[src/hw/rtl/btop_pkg.sv]
// shared constants, types and fixed-point helpers for the binomial tree pricer
// no dependencies
package btop_pkg;

  localparam int MaxSteps = 256;
  localparam int NodeW    = $clog2(MaxSteps + 1);
  localparam int StepW    = 9;
  localparam logic [31:0] Q30One  = 32'h4000_0000;
  localparam logic [63:0] Q30Half = 64'h0000_0000_2000_0000;

  localparam logic [1:0] RegSpot   = 2'd0;
  localparam logic [1:0] RegStrike = 2'd1;
  localparam logic [1:0] RegIsPut  = 2'd2;

  // one command from the sequencer to the cell row
  typedef struct packed {
    logic load;   // load a leaf payoff into the tail cell and shift the row
    logic roll;   // one rollback level: each cell mixes with its neighbor
  } row_ctl_t;

  // round half up at bit 30 and clamp to 32 bits
  function automatic logic [32:0] q30_round(input logic [63:0] prod);
    logic [63:0] s;
    begin
      s = (prod + Q30Half) >> 30;
      q30_round = (s[63:32] != '0) ? {1'b1, 32'hFFFF_FFFF} : {1'b0, s[31:0]};
    end
  endfunction

  function automatic logic [31:0] payoff(input logic [31:0] price, input logic [31:0] strike,
                                         input logic put);
    begin
      if (put) payoff = (strike > price) ? strike - price : 32'd0;
      else     payoff = (price > strike) ? price - strike : 32'd0;
    end
  endfunction

endpackage

[src/hw/rtl/btop_mac.sv]
// shared multiplier for leaf generation: registered product, then rounding
// depends on btop_pkg
module btop_mac (
  input  logic        clk,
  input  logic [31:0] a,
  input  logic [31:0] b,
  output logic [31:0] q,
  output logic        ovf
);
  logic [63:0] prod_r;
  logic [32:0] rnd;

  always_ff @(posedge clk) begin
    prod_r <= {32'd0, a} * {32'd0, b};
  end

  assign rnd = btop_pkg::q30_round(prod_r);
  assign q   = rnd[31:0];
  assign ovf = rnd[32];
endmodule

[config.mk]
export PLATFORM = sky130hd
export DESIGN_NAME = btop_mac
export DESIGN_NICKNAME = d
export VERILOG_FILES = /design/src/hw/rtl/btop_pkg.sv /design/src/hw/rtl/btop_mac.sv
export SDC_FILE = /design/constraint.sdc
export NUM_CORES = 2
export LEC_CHECK = 0
export BUFFER_PORTS_ARGS = -buffer_cell sky130_fd_sc_hd__buf_2
export CORE_AREA = 2 2 276 278
export CTS_BUF_LIST = sky130_fd_sc_hd__clkbuf_8
export CTS_CLUSTER_DIAMETER = 100
export CTS_CLUSTER_SIZE = 12
export DETAILED_ROUTE_END_ITERATION = 10
export DIE_AREA = 0 0 278 280
export MAX_ROUTING_LAYER = met4
export PLACE_DENSITY = 0.63
export SLEW_MARGIN = 20
export SYNTH_ARGS = -nofsm -noshare
export SYNTH_HDL_FRONTEND = slang
export SYNTH_SLANG_ARGS = --single-unit
[constraint.sdc]
create_clock -name clk -period 20.4 [get_ports clk]
set_clock_uncertainty 0.2 [all_clocks]
set_input_delay 2.04 -clock clk [delete_from_list [all_inputs] [get_ports clk]]
set_output_delay 2.04 -clock clk [all_outputs]
set_load 0.02 [all_outputs]
== Word level (Yosys, flattened, before mapping) ==
Cells that the tools add are included.
Cells by class
  add/subtract/negate cells: 1
  reductions and logical operators: 1
  mux-type cells: 1
  multipliers: 1
Operator list (count)
  64-bit by 30-bit adder with 64-bit output, second input constant: 1
  32-bit by 32-bit multiplier with 64-bit output: 1
  33-bit 2-to-1 mux: 1
  32-bit nonzero test: 1
Storage, ports and cells
  logic and storage cells: 5
  bits of input ports: 65
  bits in registers: 64

== Depth between registers and ports, before layout ==
  word-level depth: 3
  mapped depth: 28
  depth with buffers taken out: 27

== Worst setup path after synthesis ==
OpenSTA, ideal clock, no wires.
  kind: input to register
  start point: input port b[2]
  end point: register prod_r[40]
  stages on the path: 26
  data arrival time: 8.478 ns
  required time: 20.073 ns
  path buffers: 1
  setup time: 0.127 ns
  setup slack: 11.596 ns
  path through: clkbuf_1 -> and2_1 -> fa_1 -> inv_1 -> fa_1 -> fa_1 -> fa_1 -> inv_1 -> fa_1 -> inv_1 -> fa_1 -> inv_1 -> fa_1 -> inv_1 -> fa_1 -> inv_1 -> ha_1 -> a211oi_1 -> o21ai_0 -> a21oi_1 -> o21ai_0 -> a41o_1 -> a21o_1 -> a221oi_1 -> o21ai_0 -> xor2_1
On the way
  word-level cells in the longest chain between the ends: 1
Ends and longest elaborated chain
  start, declared: line btop_mac.sv:6  | input logic [31:0] b,
  32-bit by 32-bit multiplier with 64-bit output: line btop_mac.sv:14  | prod_r <= {32'd0, a} * {32'd0, b};
  end signal, assigned: line btop_mac.sv:14
  end, declared: line btop_mac.sv:10  | logic [63:0] prod_r;
No other way between the ends.

== Worst setup path in the final report ==
  start point: input port b[23]
  end point: register prod_r[52]
The elaborated chain is that of the path after synthesis.

==> impl_metrics.toml <==
[clock_network]
post_cts_buffers = 0
cts.path.max_buffers = 2
path_clk_slew_ps = 70
cts_hold_buf = 0
cts_made_buffers = 5
cts_tree = "built"
cts.repair.resized = 0
h-tree-depth = 2
cts.sinks = 35
cts-root-buf = "clkbuf_8"

[place]
dp_hpwl_mm = 71.5
gp_congestion = 0.888
port_buffers = 97

[final_layout]
num-nets-final = 4902
areaGrowthSynthToFinish_pct = 3.19
largest_register_ffs = 35
top_regs = "prod_r (35)"
nFillCells = 7248
regMostFlops = "prod_r"
drive_above_1_share_pct = 3.61

[synth]
ys.flop_type = "dfxtp_1"
mappedNetlistNets = 4998
yosys_register_bits = 35
synth.distinct_cells = 61
synth_area_leaders = "fa_1 52%, and2_1 11%, inv_1 9.8%, ha_1 9.6%, nand2_1 5.5%"
synth-edff-count = 0
syn_area_um2 = 34200
synthCells = 3777
yosys_warnings = 0
async_reset_ff_share_pct = 0
avgSynthCellArea_um2 = 9.05
synth_top_area_cell = "fa_1"
synth.most_common_cell = "fa_1"
yosys-top-cells-count = "895 x fa_1, 889 x inv_1, 597 x and2_1"
seq_area_frac_synth_pct = 2.05
synth_top_area_share_pct = 52.4

[critical_path]
cp_num_cells = 23
crit_family = "adder cells"
cp-end-kind = "flop"
critPathMaxStageDelay_ps = 650
required_ps = 20420
crit_path_end = "prod_r[52]"
crit_arrival_ps = 10140
path_class = "input pin to flop"
cp_slowest_cell = "buf_2"
cp_max_fo = 32
crit_chain = "buf_2 > nand2_1 > fa_1 > inv_1 > fa_1 > fa_1 > fa_1 > fa_1 > fa_1 > fa_1 > inv_1 > fa_1 > inv_1 > ha_1 > nand2_1 > nor3_1 > nand3_1 > nor3_1 > a32oi_1 > o211ai_1 > a41oi_1 > o21bai_1 > xor2_1"
cpMostUsedCell = "fa_1"
critPathBufInv = 4
cp-startpoint = "b[23]"
startpoint_type = "input pin"

[floorplan]
rows = 101
core_um2 = 75200
fp.dieW_um = 278
io_pins = 98
chipHeight_um = 280
dieArea_um2 = 77800
start_util_pct = 45.5

[sta]
max_slew_margin_pct = 38.3
tns_ps = 0
final-setup-viol-count = 0
max_freq_ghz = 0.0988
drv_slew = 0
layout_min_cycle_time_ps = 10120
rsz0062_at_grt = "no"
final.period_utilization_pct = 49.6
worst_pin_slew_ps = 925
hold_viol = 0

[global_route]
antenna_found_initial = 4
grt_use_total_pct = 25.1
grt-ovfl-total = 0
grt_max_degree = 33
grt_pass1_vias = 26900
grt_pass1_wl_mm = 147

[route]
routed_via_density = 5.23
num_vias = 24400
drtIter0Drc = 1309
drc = 0
ant_nets = 0
wl_per_cell_um = 19.5
drt-total-wl_mm = 90.9
drtPass1Iterations = 6

[status]
status = "completed"

[worst_hold_path]
worstHoldPathType = "flop to output port"

[flow_run]
drv_cap = 0
## cell families (layout without fill, tap and decap cells)
kind of cell / count (synthesis) / in the layout / share of synthesized area, %
buffers and inverters: 1099 / 1004 / 12.1
other: 0 / 2 / 0
AND/OR/NAND/NOR: 1245 / 1245 / 18.8
flip-flops: 35 / 35 / 2.05
AO/OA/AOI/OAI: 173 / 173 / 3.31
adder cells (fa/ha/maj): 1156 / 1156 / 61.9
XOR/XNOR: 69 / 69 / 1.77
## layout by cell type (no fill, tap or decap), types with 4 or more instances in the layout
cell type,count
and3_1,15
inv_1,889
xor2_1,30
ha_1,261
nor3_1,9
nor2_1,34
xnor2_1,39
a21oi_1,53
a211oi_1,5
o21ai_0,22
a21o_1,29
o211ai_1,4
buf_2,97
dfxtp_1,35
buf_4,9
nand3_1,35
and2_1,597
nand2_2,10
fa_1,895
nand4_1,15
a31oi_1,9
and4_1,5
o21bai_1,10
nand2_1,503
o21ai_1,5
clkbuf_8,5
a221oi_1,4
nor2b_1,5
## worst min path at each step
| stage | startpoint | cells after the start | slack, ps | to |
|---|---|---|---|---|
| final | prod_r[34] | 3 | 2760 | q[4] |
| after global routing | prod_r[45] | 3 | 2820 | q[15] |
| after CTS | prod_r[34] | 3 | 2790 | q[4] |
| after detailed placement | prod_r[34] | 3 | 2460 | q[4] |
| after global placement | prod_r[34] | 3 | 2450 | q[4] |
| after floorplan | prod_r[53] | 2 | 2330 | q[23] |
## per-layer routing
layer	wire length, µm	vias to the layer above	global-route usage (%)
met5	0	-	-
met4	4190	0	9.54
met3	3340	194	1.87
met2	48000	630	44.7
met1	35500	12900	29.7
li1	-	10700	-
## stage by stage
| stage | setup WS, ps | std cells | hold slack (ps) | utilization (%) | area, µm² |
|---|---|---|---|---|---|
| global route | 10080 | 4662 | 2820 | 46.9 | 35300 |
| finish | 10280 | 4662 | 2760 | 46.9 | 35300 |
| CTS | 10410 | 4660 | 2790 | 46.9 | 35300 |
| detailed placement | 10110 | 4652 | 2460 | 46.8 | 35200 |
| global placement | 10120 | 4652 | 2450 | 46.8 | 35200 |
| floorplan | 11600 | 3777 | 2330 | - | 34200 |
## layout make-up
class / instances / area, µm² / share of cell area [%]
well taps: 978 / 1220 / 3.47
clock inverters: 3 / 43.8 / 0.124
diodes: 2 / 5.00 / 0.0142
flip-flops and latches: 35 / 701 / 1.99
clock buffers: 5 / 68.8 / 0.195
inverters: 890 / 3340 / 9.47
repair buffers: 106 / 553 / 1.57
multi-input cells: 2643 / 29400 / 83.2
Power is not shown: default switching activity piles up to over one toggle a cycle in this logic, so the estimate is an artifact.
